--- src/lrc_pkg.sv ---
// ============================================================================
// lrc_pkg
// Shared types and constants for the LRC lyric line parser.
// ============================================================================
package lrc_pkg;

    localparam logic [7:0] MAX_LINE_BYTES = 8'd255;
    localparam int         QUEUE_DEPTH    = 4;
    localparam int         QCNT_W         = $clog2(QUEUE_DEPTH + 1);

    localparam logic [7:0] CH_CR     = 8'h0D;
    localparam logic [7:0] CH_LF     = 8'h0A;
    localparam logic [7:0] CH_SPACE  = 8'h20;
    localparam logic [7:0] CH_LBRACK = 8'h5B;
    localparam logic [7:0] CH_RBRACK = 8'h5D;
    localparam logic [7:0] CH_COLON  = 8'h3A;
    localparam logic [7:0] CH_DOT    = 8'h2E;
    localparam logic [7:0] CH_LANGLE = 8'h3C;
    localparam logic [7:0] CH_RANGLE = 8'h3E;
    localparam logic [7:0] CH_ZERO   = 8'h30;
    localparam logic [7:0] CH_NINE   = 8'h39;

    localparam logic KIND_TEXT  = 1'b0;
    localparam logic KIND_CLOSE = 1'b1;

    typedef enum logic [2:0] {
        MODE_START,
        MODE_MIN,
        MODE_SEC,
        MODE_FRAC,
        MODE_TEXT,
        MODE_ANGLE
    } lrc_mode_t;

    typedef struct packed {
        logic        kind;
        logic [7:0]  text_byte;
        logic        is_translation;
        logic [15:0] tag_minutes;
        logic [15:0] tag_seconds;
        logic [7:0]  tag_hundredths;
        logic [7:0]  line_length;
        logic        last_of_run;
    } lrc_result_t;

endpackage

--- src/lrc_text_if.sv ---
// ============================================================================
// lrc_text_if
// Input byte channel: valid/ready handshake with one text byte per transaction.
// ============================================================================
interface lrc_text_if;
    logic       valid;
    logic       ready;
    logic [7:0] data_byte;
    logic       end_of_text;

    modport source (output valid, output data_byte, output end_of_text, input ready);
    modport sink   (input valid, input data_byte, input end_of_text, output ready);
endinterface

--- src/lrc_result_if.sv ---
// ============================================================================
// lrc_result_if
// Result channel: valid/ready handshake with one kept byte or close record
// per transaction.
// ============================================================================
interface lrc_result_if;
    logic        valid;
    logic        ready;
    logic        kind;
    logic [7:0]  text_byte;
    logic        is_translation;
    logic [15:0] tag_minutes;
    logic [15:0] tag_seconds;
    logic [7:0]  tag_hundredths;
    logic [7:0]  line_length;
    logic        last_of_run;

    modport source (output valid, output kind, output text_byte, output is_translation,
                    output tag_minutes, output tag_seconds, output tag_hundredths,
                    output line_length, output last_of_run, input ready);
    modport sink   (input valid, input kind, input text_byte, input is_translation,
                    input tag_minutes, input tag_seconds, input tag_hundredths,
                    input line_length, input last_of_run, output ready);
endinterface

--- src/lrc_lyric_line_parser_unit.sv ---
// ============================================================================
// lrc_lyric_line_parser_unit
// Byte-wide LRC lyric parser: line tags, kept text bytes and close records.
// ============================================================================
// Channels: text (sink) takes one lyric byte per transaction, with
// end_of_text on the final byte. result (source) gives one kept text byte
// or one line close record per transaction; last_of_run marks the final
// result caused by a byte. A byte yields zero, one or two results.
// Throughput: one byte per cycle while results drain; a byte that yields
// two results takes two output transactions. The parse state is
// updated in the cycle a byte is taken, and its results enter a four-entry
// output queue; text.ready is high while the queue holds two or fewer
// entries, so the rate is set by the single result port draining that queue.
// A taken byte's results are registered behind any results already queued.
// Reset: parse state returns to line start with no tag, no prior original
// line and an empty queue. end_of_text also returns the parse state to
// its reset value after closing any open line.
// Stall: when result.ready is low the queue fills and text.ready drops;
// queued results hold steady until taken.
// ============================================================================
module lrc_lyric_line_parser_unit
    import lrc_pkg::*;
(
    input  logic                clk,
    input  logic                rst_n,
    lrc_text_if.sink            text,
    lrc_result_if.source        result
);

    lrc_mode_t   mode_reg,  mode_next;
    logic [15:0] min_reg,   min_next;
    logic [15:0] sec_reg,   sec_next;
    logic [7:0]  hund_reg,  hund_next;
    logic [39:0] ptag_reg,  ptag_next;
    logic [7:0]  kept_reg,  kept_next;
    logic        open_reg,  open_next;
    logic        trans_reg, trans_next;
    logic        prior_reg, prior_next;

    lrc_result_t q_reg [QUEUE_DEPTH];
    lrc_result_t q_next [QUEUE_DEPTH];
    logic [QCNT_W-1:0] cnt_reg, cnt_next;

    logic        accept;
    logic        pop;
    logic        emit_byte;
    logic        emit_close;
    lrc_result_t byte_res;
    lrc_result_t close_res;

    assign accept = text.valid && text.ready;
    assign pop    = result.valid && result.ready;

    always_comb
    begin
        logic [7:0]  b;
        logic        digit;
        logic [3:0]  d;
        logic        done;
        logic        do_text;
        logic        close_text;
        logic        close_now;
        lrc_mode_t   m;
        logic [15:0] mi;
        logic [15:0] se;
        logic [7:0]  hu;
        logic [7:0]  cnt;
        logic        fo;
        logic        ft;
        logic        fp;
        logic [39:0] pt;

        b          = text.data_byte;
        digit      = (b >= CH_ZERO) && (b <= CH_NINE);
        d          = b[3:0];
        done       = 1'b0;
        do_text    = 1'b0;
        close_text = 1'b0;
        close_now  = 1'b0;
        m          = mode_reg;
        mi         = min_reg;
        se         = sec_reg;
        hu         = hund_reg;
        cnt        = kept_reg;
        fo         = open_reg;
        ft         = trans_reg;
        fp         = prior_reg;
        pt         = ptag_reg;
        emit_byte  = 1'b0;
        emit_close = 1'b0;
        byte_res   = '0;
        close_res  = '0;

        unique case (m)
            MODE_START:
            begin
                if (b == CH_CR || b == CH_LF)
                begin
                    fp = fp;
                end
                else if (b == CH_SPACE)
                begin
                    fp = 1'b0;
                end
                else
                begin
                    fo = 1'b1;
                    if (b == CH_LBRACK)
                    begin
                        m = MODE_MIN;
                    end
                    else
                    begin
                        fp      = 1'b0;
                        m       = MODE_TEXT;
                        do_text = 1'b1;
                    end
                end
            end
            MODE_TEXT, MODE_ANGLE:
            begin
                do_text = 1'b1;
            end
            MODE_MIN, MODE_SEC, MODE_FRAC:
            begin
                if (m == MODE_MIN)
                begin
                    if (digit)
                    begin
                        mi   = {mi[12:0], 3'b000} + {mi[14:0], 1'b0} + {12'd0, d};
                        done = 1'b1;
                    end
                    else if (b == CH_COLON)
                    begin
                        m    = MODE_SEC;
                        done = 1'b1;
                    end
                    else
                    begin
                        m = MODE_SEC;
                    end
                end
                if (!done && m == MODE_SEC)
                begin
                    if (digit)
                    begin
                        se   = {se[12:0], 3'b000} + {se[14:0], 1'b0} + {12'd0, d};
                        done = 1'b1;
                    end
                    else if (b == CH_DOT)
                    begin
                        m    = MODE_FRAC;
                        done = 1'b1;
                    end
                    else
                    begin
                        m = MODE_FRAC;
                    end
                end
                if (!done && m == MODE_FRAC)
                begin
                    if (digit)
                    begin
                        hu = {hu[4:0], 3'b000} + {hu[6:0], 1'b0} + {4'd0, d};
                    end
                    else
                    begin
                        if (fp && {mi, se, hu} == pt)
                        begin
                            ft = 1'b1;
                        end
                        m = MODE_TEXT;
                        if (b != CH_RBRACK)
                        begin
                            do_text = 1'b1;
                        end
                    end
                end
            end
            default:
            begin
                m = MODE_START;
            end
        endcase

        if (do_text)
        begin
            if (m == MODE_ANGLE)
            begin
                if (b == CH_RANGLE)
                begin
                    m = MODE_TEXT;
                end
            end
            else if (b == CH_CR || b == CH_LF)
            begin
                close_text = 1'b1;
            end
            else if (b == CH_LANGLE && !ft)
            begin
                m = MODE_ANGLE;
            end
            else
            begin
                emit_byte                = 1'b1;
                byte_res.kind            = KIND_TEXT;
                byte_res.text_byte       = b;
                byte_res.is_translation  = ft;
                byte_res.tag_minutes     = mi;
                byte_res.tag_seconds     = se;
                byte_res.tag_hundredths  = hu;
                cnt                      = cnt + 8'd1;
                if (cnt >= MAX_LINE_BYTES)
                begin
                    close_text = 1'b1;
                end
            end
        end

        // end of text closes an open line, finishing a pending tag first
        if (close_text)
        begin
            close_now = 1'b1;
        end
        else if (text.end_of_text && fo)
        begin
            if ((m == MODE_MIN || m == MODE_SEC || m == MODE_FRAC)
                && fp && {mi, se, hu} == pt)
            begin
                ft = 1'b1;
            end
            close_now = 1'b1;
        end

        if (close_now)
        begin
            emit_close               = 1'b1;
            close_res.kind           = KIND_CLOSE;
            close_res.is_translation = ft;
            close_res.tag_minutes    = mi;
            close_res.tag_seconds    = se;
            close_res.tag_hundredths = hu;
            close_res.line_length    = cnt;
            close_res.last_of_run    = 1'b1;
            if (ft)
            begin
                fp = 1'b0;
            end
            else
            begin
                fp = 1'b1;
                pt = {mi, se, hu};
            end
            fo  = 1'b0;
            ft  = 1'b0;
            cnt = 8'd0;
            mi  = 16'd0;
            se  = 16'd0;
            hu  = 8'd0;
            m   = MODE_START;
        end

        byte_res.last_of_run = !close_now;

        if (text.end_of_text)
        begin
            m   = MODE_START;
            mi  = 16'd0;
            se  = 16'd0;
            hu  = 8'd0;
            pt  = 40'd0;
            cnt = 8'd0;
            fo  = 1'b0;
            ft  = 1'b0;
            fp  = 1'b0;
        end

        if (accept)
        begin
            mode_next  = m;
            min_next   = mi;
            sec_next   = se;
            hund_next  = hu;
            ptag_next  = pt;
            kept_next  = cnt;
            open_next  = fo;
            trans_next = ft;
            prior_next = fp;
        end
        else
        begin
            mode_next  = mode_reg;
            min_next   = min_reg;
            sec_next   = sec_reg;
            hund_next  = hund_reg;
            ptag_next  = ptag_reg;
            kept_next  = kept_reg;
            open_next  = open_reg;
            trans_next = trans_reg;
            prior_next = prior_reg;
        end
    end

    // Output queue: entry 0 drives the port, pops shift toward it.
    always_comb
    begin
        logic [QCNT_W-1:0] base;
        logic              push_a;
        logic              push_b;
        lrc_result_t       first_res;

        base      = cnt_reg - {{(QCNT_W-1){1'b0}}, pop};
        push_a    = accept && (emit_byte || emit_close);
        push_b    = accept && emit_byte && emit_close;
        first_res = emit_byte ? byte_res : close_res;

        for (int i = 0; i < QUEUE_DEPTH; i++)
        begin
            if (pop && i < QUEUE_DEPTH - 1)
            begin
                q_next[i] = q_reg[i + 1];
            end
            else
            begin
                q_next[i] = q_reg[i];
            end
            if (push_a && base == QCNT_W'(i))
            begin
                q_next[i] = first_res;
            end
            if (push_b && base + QCNT_W'(1) == QCNT_W'(i))
            begin
                q_next[i] = close_res;
            end
        end

        cnt_next = base + {{(QCNT_W-1){1'b0}}, push_a} + {{(QCNT_W-1){1'b0}}, push_b};
    end

    always_ff @(posedge clk or negedge rst_n)
    begin
        if (!rst_n)
        begin
            mode_reg  <= MODE_START;
            min_reg   <= '0;
            sec_reg   <= '0;
            hund_reg  <= '0;
            ptag_reg  <= '0;
            kept_reg  <= '0;
            open_reg  <= 1'b0;
            trans_reg <= 1'b0;
            prior_reg <= 1'b0;
            cnt_reg   <= '0;
        end
        else
        begin
            mode_reg  <= mode_next;
            min_reg   <= min_next;
            sec_reg   <= sec_next;
            hund_reg  <= hund_next;
            ptag_reg  <= ptag_next;
            kept_reg  <= kept_next;
            open_reg  <= open_next;
            trans_reg <= trans_next;
            prior_reg <= prior_next;
            cnt_reg   <= cnt_next;
        end
    end

    always_ff @(posedge clk)
    begin
        q_reg <= q_next;
    end

    assign text.ready            = (cnt_reg <= QCNT_W'(QUEUE_DEPTH - 2));
    assign result.valid          = (cnt_reg != '0);
    assign result.kind           = q_reg[0].kind;
    assign result.text_byte      = q_reg[0].text_byte;
    assign result.is_translation = q_reg[0].is_translation;
    assign result.tag_minutes    = q_reg[0].tag_minutes;
    assign result.tag_seconds    = q_reg[0].tag_seconds;
    assign result.tag_hundredths = q_reg[0].tag_hundredths;
    assign result.line_length    = q_reg[0].line_length;
    assign result.last_of_run    = q_reg[0].last_of_run;

    a_queue_bound: assert property (@(posedge clk) disable iff (!rst_n)
        cnt_reg <= QCNT_W'(QUEUE_DEPTH))
        else $error("result queue overflow");

    a_eot_clears: assert property (@(posedge clk) disable iff (!rst_n)
        accept && text.end_of_text |=> mode_reg == MODE_START && !open_reg && !prior_reg)
        else $error("end of text did not restore parse state");

    a_kept_bound: assert property (@(posedge clk) disable iff (!rst_n)
        kept_reg < MAX_LINE_BYTES)
        else $error("kept count reached line limit without close");

    a_queue_idle: assert property (@(posedge clk) disable iff (!rst_n)
        !accept && !pop |=> $stable(cnt_reg))
        else $error("queue count moved without a transaction");

endmodule
--- src/flat_wrapper.sv ---
// flat-port wrapper written by rule: the top's interface ports become plain ports
module lrc_lyric_line_parser_unit_flat import lrc_pkg::*;
  (clk, rst_n, text_valid, text_data_byte, text_end_of_text, text_ready, result_valid, result_kind, result_text_byte, result_is_translation, result_tag_minutes, result_tag_seconds, result_tag_hundredths, result_line_length, result_last_of_run, result_ready);
  lrc_text_if text_i ();
  lrc_result_if result_i ();
  input  logic clk;
  input  logic rst_n;
  input wire logic [$bits(text_i.valid)-1:0] text_valid;
  input wire logic [$bits(text_i.data_byte)-1:0] text_data_byte;
  input wire logic [$bits(text_i.end_of_text)-1:0] text_end_of_text;
  output wire logic [$bits(text_i.ready)-1:0] text_ready;
  output wire logic [$bits(result_i.valid)-1:0] result_valid;
  output wire logic [$bits(result_i.kind)-1:0] result_kind;
  output wire logic [$bits(result_i.text_byte)-1:0] result_text_byte;
  output wire logic [$bits(result_i.is_translation)-1:0] result_is_translation;
  output wire logic [$bits(result_i.tag_minutes)-1:0] result_tag_minutes;
  output wire logic [$bits(result_i.tag_seconds)-1:0] result_tag_seconds;
  output wire logic [$bits(result_i.tag_hundredths)-1:0] result_tag_hundredths;
  output wire logic [$bits(result_i.line_length)-1:0] result_line_length;
  output wire logic [$bits(result_i.last_of_run)-1:0] result_last_of_run;
  input wire logic [$bits(result_i.ready)-1:0] result_ready;
  assign text_i.valid = text_valid;
  assign text_i.data_byte = text_data_byte;
  assign text_i.end_of_text = text_end_of_text;
  assign text_ready = text_i.ready;
  assign result_valid = result_i.valid;
  assign result_kind = result_i.kind;
  assign result_text_byte = result_i.text_byte;
  assign result_is_translation = result_i.is_translation;
  assign result_tag_minutes = result_i.tag_minutes;
  assign result_tag_seconds = result_i.tag_seconds;
  assign result_tag_hundredths = result_i.tag_hundredths;
  assign result_line_length = result_i.line_length;
  assign result_last_of_run = result_i.last_of_run;
  assign result_i.ready = result_ready;
  lrc_lyric_line_parser_unit u_core (.clk(clk), .rst_n(rst_n), .text(text_i), .result(result_i));
endmodule
--- config.mk ---
export PLATFORM = sky130hd
export DESIGN_NAME = lrc_lyric_line_parser_unit_flat
export DESIGN_NICKNAME = d
export VERILOG_FILES = /design/src/lrc_pkg.sv /design/src/lrc_text_if.sv /design/src/lrc_result_if.sv /design/src/lrc_lyric_line_parser_unit.sv /design/src/flat_wrapper.sv
export SDC_FILE = /design/constraint.sdc
export NUM_CORES = 1
export LEC_CHECK = 0
export BUFFER_PORTS_ARGS = -buffer_cell sky130_fd_sc_hd__buf_2
export CAP_MARGIN = 40
export CORE_UTILIZATION = 50
export CTS_CLUSTER_SIZE = 30
export DETAILED_ROUTE_END_ITERATION = 10
export GPL_ROUTABILITY_DRIVEN = 0
export PLACE_DENSITY = 0.79
export SETUP_SLACK_MARGIN = 0.3
export SLEW_MARGIN = 5
export SYNTH_ARGS = -nofsm -noshare
export SYNTH_HDL_FRONTEND = slang
export SYNTH_SLANG_ARGS = --single-unit
--- constraint.sdc ---
create_clock -name clk -period 6.95 [get_ports clk]
set_clock_uncertainty 0.2 [all_clocks]
set_input_delay 0.695 -clock clk [delete_from_list [all_inputs] [get_ports clk]]
set_output_delay 0.695 -clock clk [all_outputs]
set_load 0.1 [all_outputs]
==> flow_metrics.tcl <==
set metrics [dict create \
    path_cells "fa_1 > inv_1 > fa_1 > nand2b_1 > a21o_1 > a21boi_1 > xnor2_1 > nor2_1 > or4_1 > a221oi_1 > nand3_2 > o31ai_4 > inv_2 > ha_1 > nor2_1 > buf_4 > and2_1 > nand2_1 > o21ai_4 > a22o_1" \
    rsz0062_at_grt "no" \
    final_max_slew_viol_count 0 \
    synth_area_per_cell_sq_um 10.2 \
    crit_cells 20 \
    power_density_nw_per_um2 415 \
    drt_pass1_iterations 6 \
    yosysTopAreaCell "edfxtp_1" \
    dpl_worst_slack_ps 448 \
    clock_latency_ps 540 \
    hold_violations 0 \
    wire_per_inst_um 20.3 \
    synth_cells 1835 \
    syn_to_final_growth_pct 9.04 \
    overflow 0 \
    grt_first_pass_wirelength_um 75100 \
    fp.dieH_um 196 \
    drive_above_1_share 0.142 \
    finalSetupTns_ps 0 \
    max_stage_delay_ps 600 \
    cts_setup_buffers 0 \
    relSlewSlack 0.361 \
    arrival_ps 6320 \
    port_buffers 73 \
    fin_ws_ps 812 \
    rrSetupSlack_ps 810 \
    power_leakage_uw 0.00848 \
    synthArstFlopShare 0.291 \
    period_share 0.883 \
    netlist_area_sq_um 18800 \
    final-seq-area_sq_um 9190 \
    ys_ff_latch 333 \
    max_freq_ghz 0.163 \
    worst_pin_slew_ps 959 \
    start_util 0.511 \
    clk_pin_slew_ps 60 \
    totalWireLength_um 47400 \
    grt_pass1_vias 13800 \
    peakVddDrop_v 0.000250 \
    end_kind "flop" \
    yosysSeqAreaShare 0.489 \
    cap_violations 0 \
    ant_nets 0 \
    place_hpwl_um 32800 \
    core_area_sq_um 36800 \
    die_area_sq_um 38400 \
    synth.top_cell.area_share 0.326 \
    synth_nets 1925 \
    worst-path-buf-inv 3 \
    ios 74 \
    clock-root-buffer "clkbuf_16" \
    vias_per_cell 6.17 \
    final_area_sq_um 20500 \
    synth-edff-count 204 \
    clock-sinks 333 \
    holdPathStages 2 \
    antenna_found_initial 2 \
    cts_buffers 35 \
    layout.nets 1930 \
    via_count 14400 \
    drtIter0Drc 1506 \
    ys_types 97 \
    hold_path.class "reg2reg" \
    clk_path_buf_depth 3 \
    whs_ps 251 \
    nFillCells 2991 \
    power_uw 8500 \
    status "finished, final reports clean" \
    synth_ff_type "edfxtp_1" \
    ys_warn_count 0 \
    worstSetupStartpointType "flop" \
    finalCriticalPeriod_ps 6140 \
    multiInputGateArea_sq_um 8570 \
    die_x_um 196 \
    grt_max_degree 73 \
    largest_reg_flops 177 \
    drc 0 \
    critPathKind "reg2reg" \
    ys_top_cells_by_area "edfxtp_1, dfrtp_1, nand2_1" \
    rr_worst_depth 20 \
    finalSetupViolCount 0 \
    cp_top_family "compound AO/OA/AOI/OAI gates" \
    rows 70 \
    cts_tree "built" \
    grt_util_all_layers 0.247 \
    crit_fanout 19 \
    placed_area_sq_um 19300 \
    htree_num_levels 2 \
    cpMaxStageDelayCell "o21ai_4" \
    worstPathRequired_ps 7130 \
]
worst paths after layout:
| kind | startpoint | endpoint |
|---|---|---|
| max | u_core.sec_reg[2] | u_core.q_reg[160] |
| min | u_core.q_reg[57] | u_core.q_reg[57] |
| max reg2reg | u_core.sec_reg[2] | u_core.q_reg[160] |
| min reg2reg | u_core.q_reg[57] | u_core.q_reg[57] |
| max in group asynchronous | rst_n | u_core.open_reg |
| min in group asynchronous | rst_n | u_core.min_reg[11] |
metrics by stage:
stage | cells | utilization
global placement | 2263 | 0.523
global route | 2336 | 0.557
floorplan | 1835 | -
detailed placement | 2268 | 0.525
CTS | 2333 | 0.556
finish | 2338 | 0.557
what timing repair did:
item                                   in CTS  in global routing
endpoints found under the hold margin      11                  0
gates resized for setup                     0                  0
hold buffers                                1                  0
cell usage after synthesis, types with 5 or more instances:
cell type and count:
nand2_1 247, edfxtp_1 204, nor2_1 123, o21ai_0 109
dfrtp_1 97, a21oi_1 96, ha_1 70, a22o_1 66
buf_4 62, clkbuf_1 58, inv_1 58, xnor2_1 52
and2_1 42, mux2_2 39, dfxtp_1 32, mux2i_1 32
nand3_1 31, nand2b_1 28, o21ai_1 28, xor2_1 28
nor3_1 25, nor2b_1 24, a21o_1 20, buf_2 19
nand4_1 19, o22ai_1 16, a211oi_1 14, and3_1 13
o21a_1 13, a31oi_1 10, o31ai_1 10, buf_6 7
fa_1 7, o211ai_1 7, nor4_1 6, o21ai_2 5
or3_1 5
cells in the final DEF, fill, tap and decap left out, types with 5 or more instances in the layout:
cell type and instances:
a211oi_1 14, a21o_1 20, a21oi_1 95, a22o_1 66, a31oi_1 10, and2_1 42
and3_1 13, buf_2 76, buf_4 34, clkbuf_16 38, clkinv_2 11, dfrtp_1 97
dfxtp_1 32, edfxtp_1 204, fa_1 7, ha_1 70, inv_1 58, mux2_2 39
mux2i_1 32, nand2_1 244, nand2b_1 27, nand3_1 31, nand4_1 19, nor2_1 123
nor2b_1 24, nor3_1 22, nor4_1 6, o211ai_1 7, o21a_1 12, o21ai_0 109
o21ai_1 28, o21ai_2 5, o22ai_1 16, o31ai_1 10, or3_1 5, xnor2_1 52
xor2_1 28
area by class of cell:
type,instances,share of cell area
Tap cell,468,0.0286
Clock buffer,42,0.0476
Sequential cell,333,0.449
Antenna cell,3,0.000366
Multi-Input combinational cell,1294,0.419
Timing Repair Buffer,117,0.0365
Clock inverter,22,0.00867
Inverter,59,0.0108
routing by layer:
layer	share of wire	global-route usage
met1	0.41	0.338
met2	0.47	0.399
met3	0.094	0.0431
met4	0.024	0.0784
met5	0.00027	0
worst reg2reg max path, stage by stage (launching register included):
cell      delay (ps)
dfrtp_1          470
fa_1             540
inv_1             60
fa_1             400
nand2b_1         180
a21o_1           200
a21boi_1         400
xnor2_1          180
nor2_1            50
or4_1            470
a221oi_1         350
nand3_2          240
o31ai_4          310
inv_2            180
ha_1             220
nor2_1           140
buf_4            150
and2_1           160
nand2_1          240
o21ai_4          600
a22o_1           250
logic make-up (layout without fill, tap and decap cells):
| group | after synthesis | after routing | share of synthesized area |
|---|---|---|---|
| multiplexers | 71 | 71 | 0.0404 |
| other | 0 | 3 | 0 |
| flip-flops | 333 | 333 | 0.489 |
| XOR/XNOR | 83 | 83 | 0.0406 |
| AND/OR/NAND/NOR | 601 | 601 | 0.153 |
| AO/OA/AOI/OAI | 462 | 462 | 0.165 |
| buffers and inverters | 208 | 240 | 0.0580 |
| adder cells (fa/ha/maj) | 77 | 77 | 0.0541 |
power by group:
group | internal, uW | switching, uW | leakage [uW]
registers | 2840 | 245 | 0.00356
logic | 862 | 2680 | 0.00434
clock network | 1090 | 787 | 0.000577
Note: power is estimated with default switching activity, not from simulation.
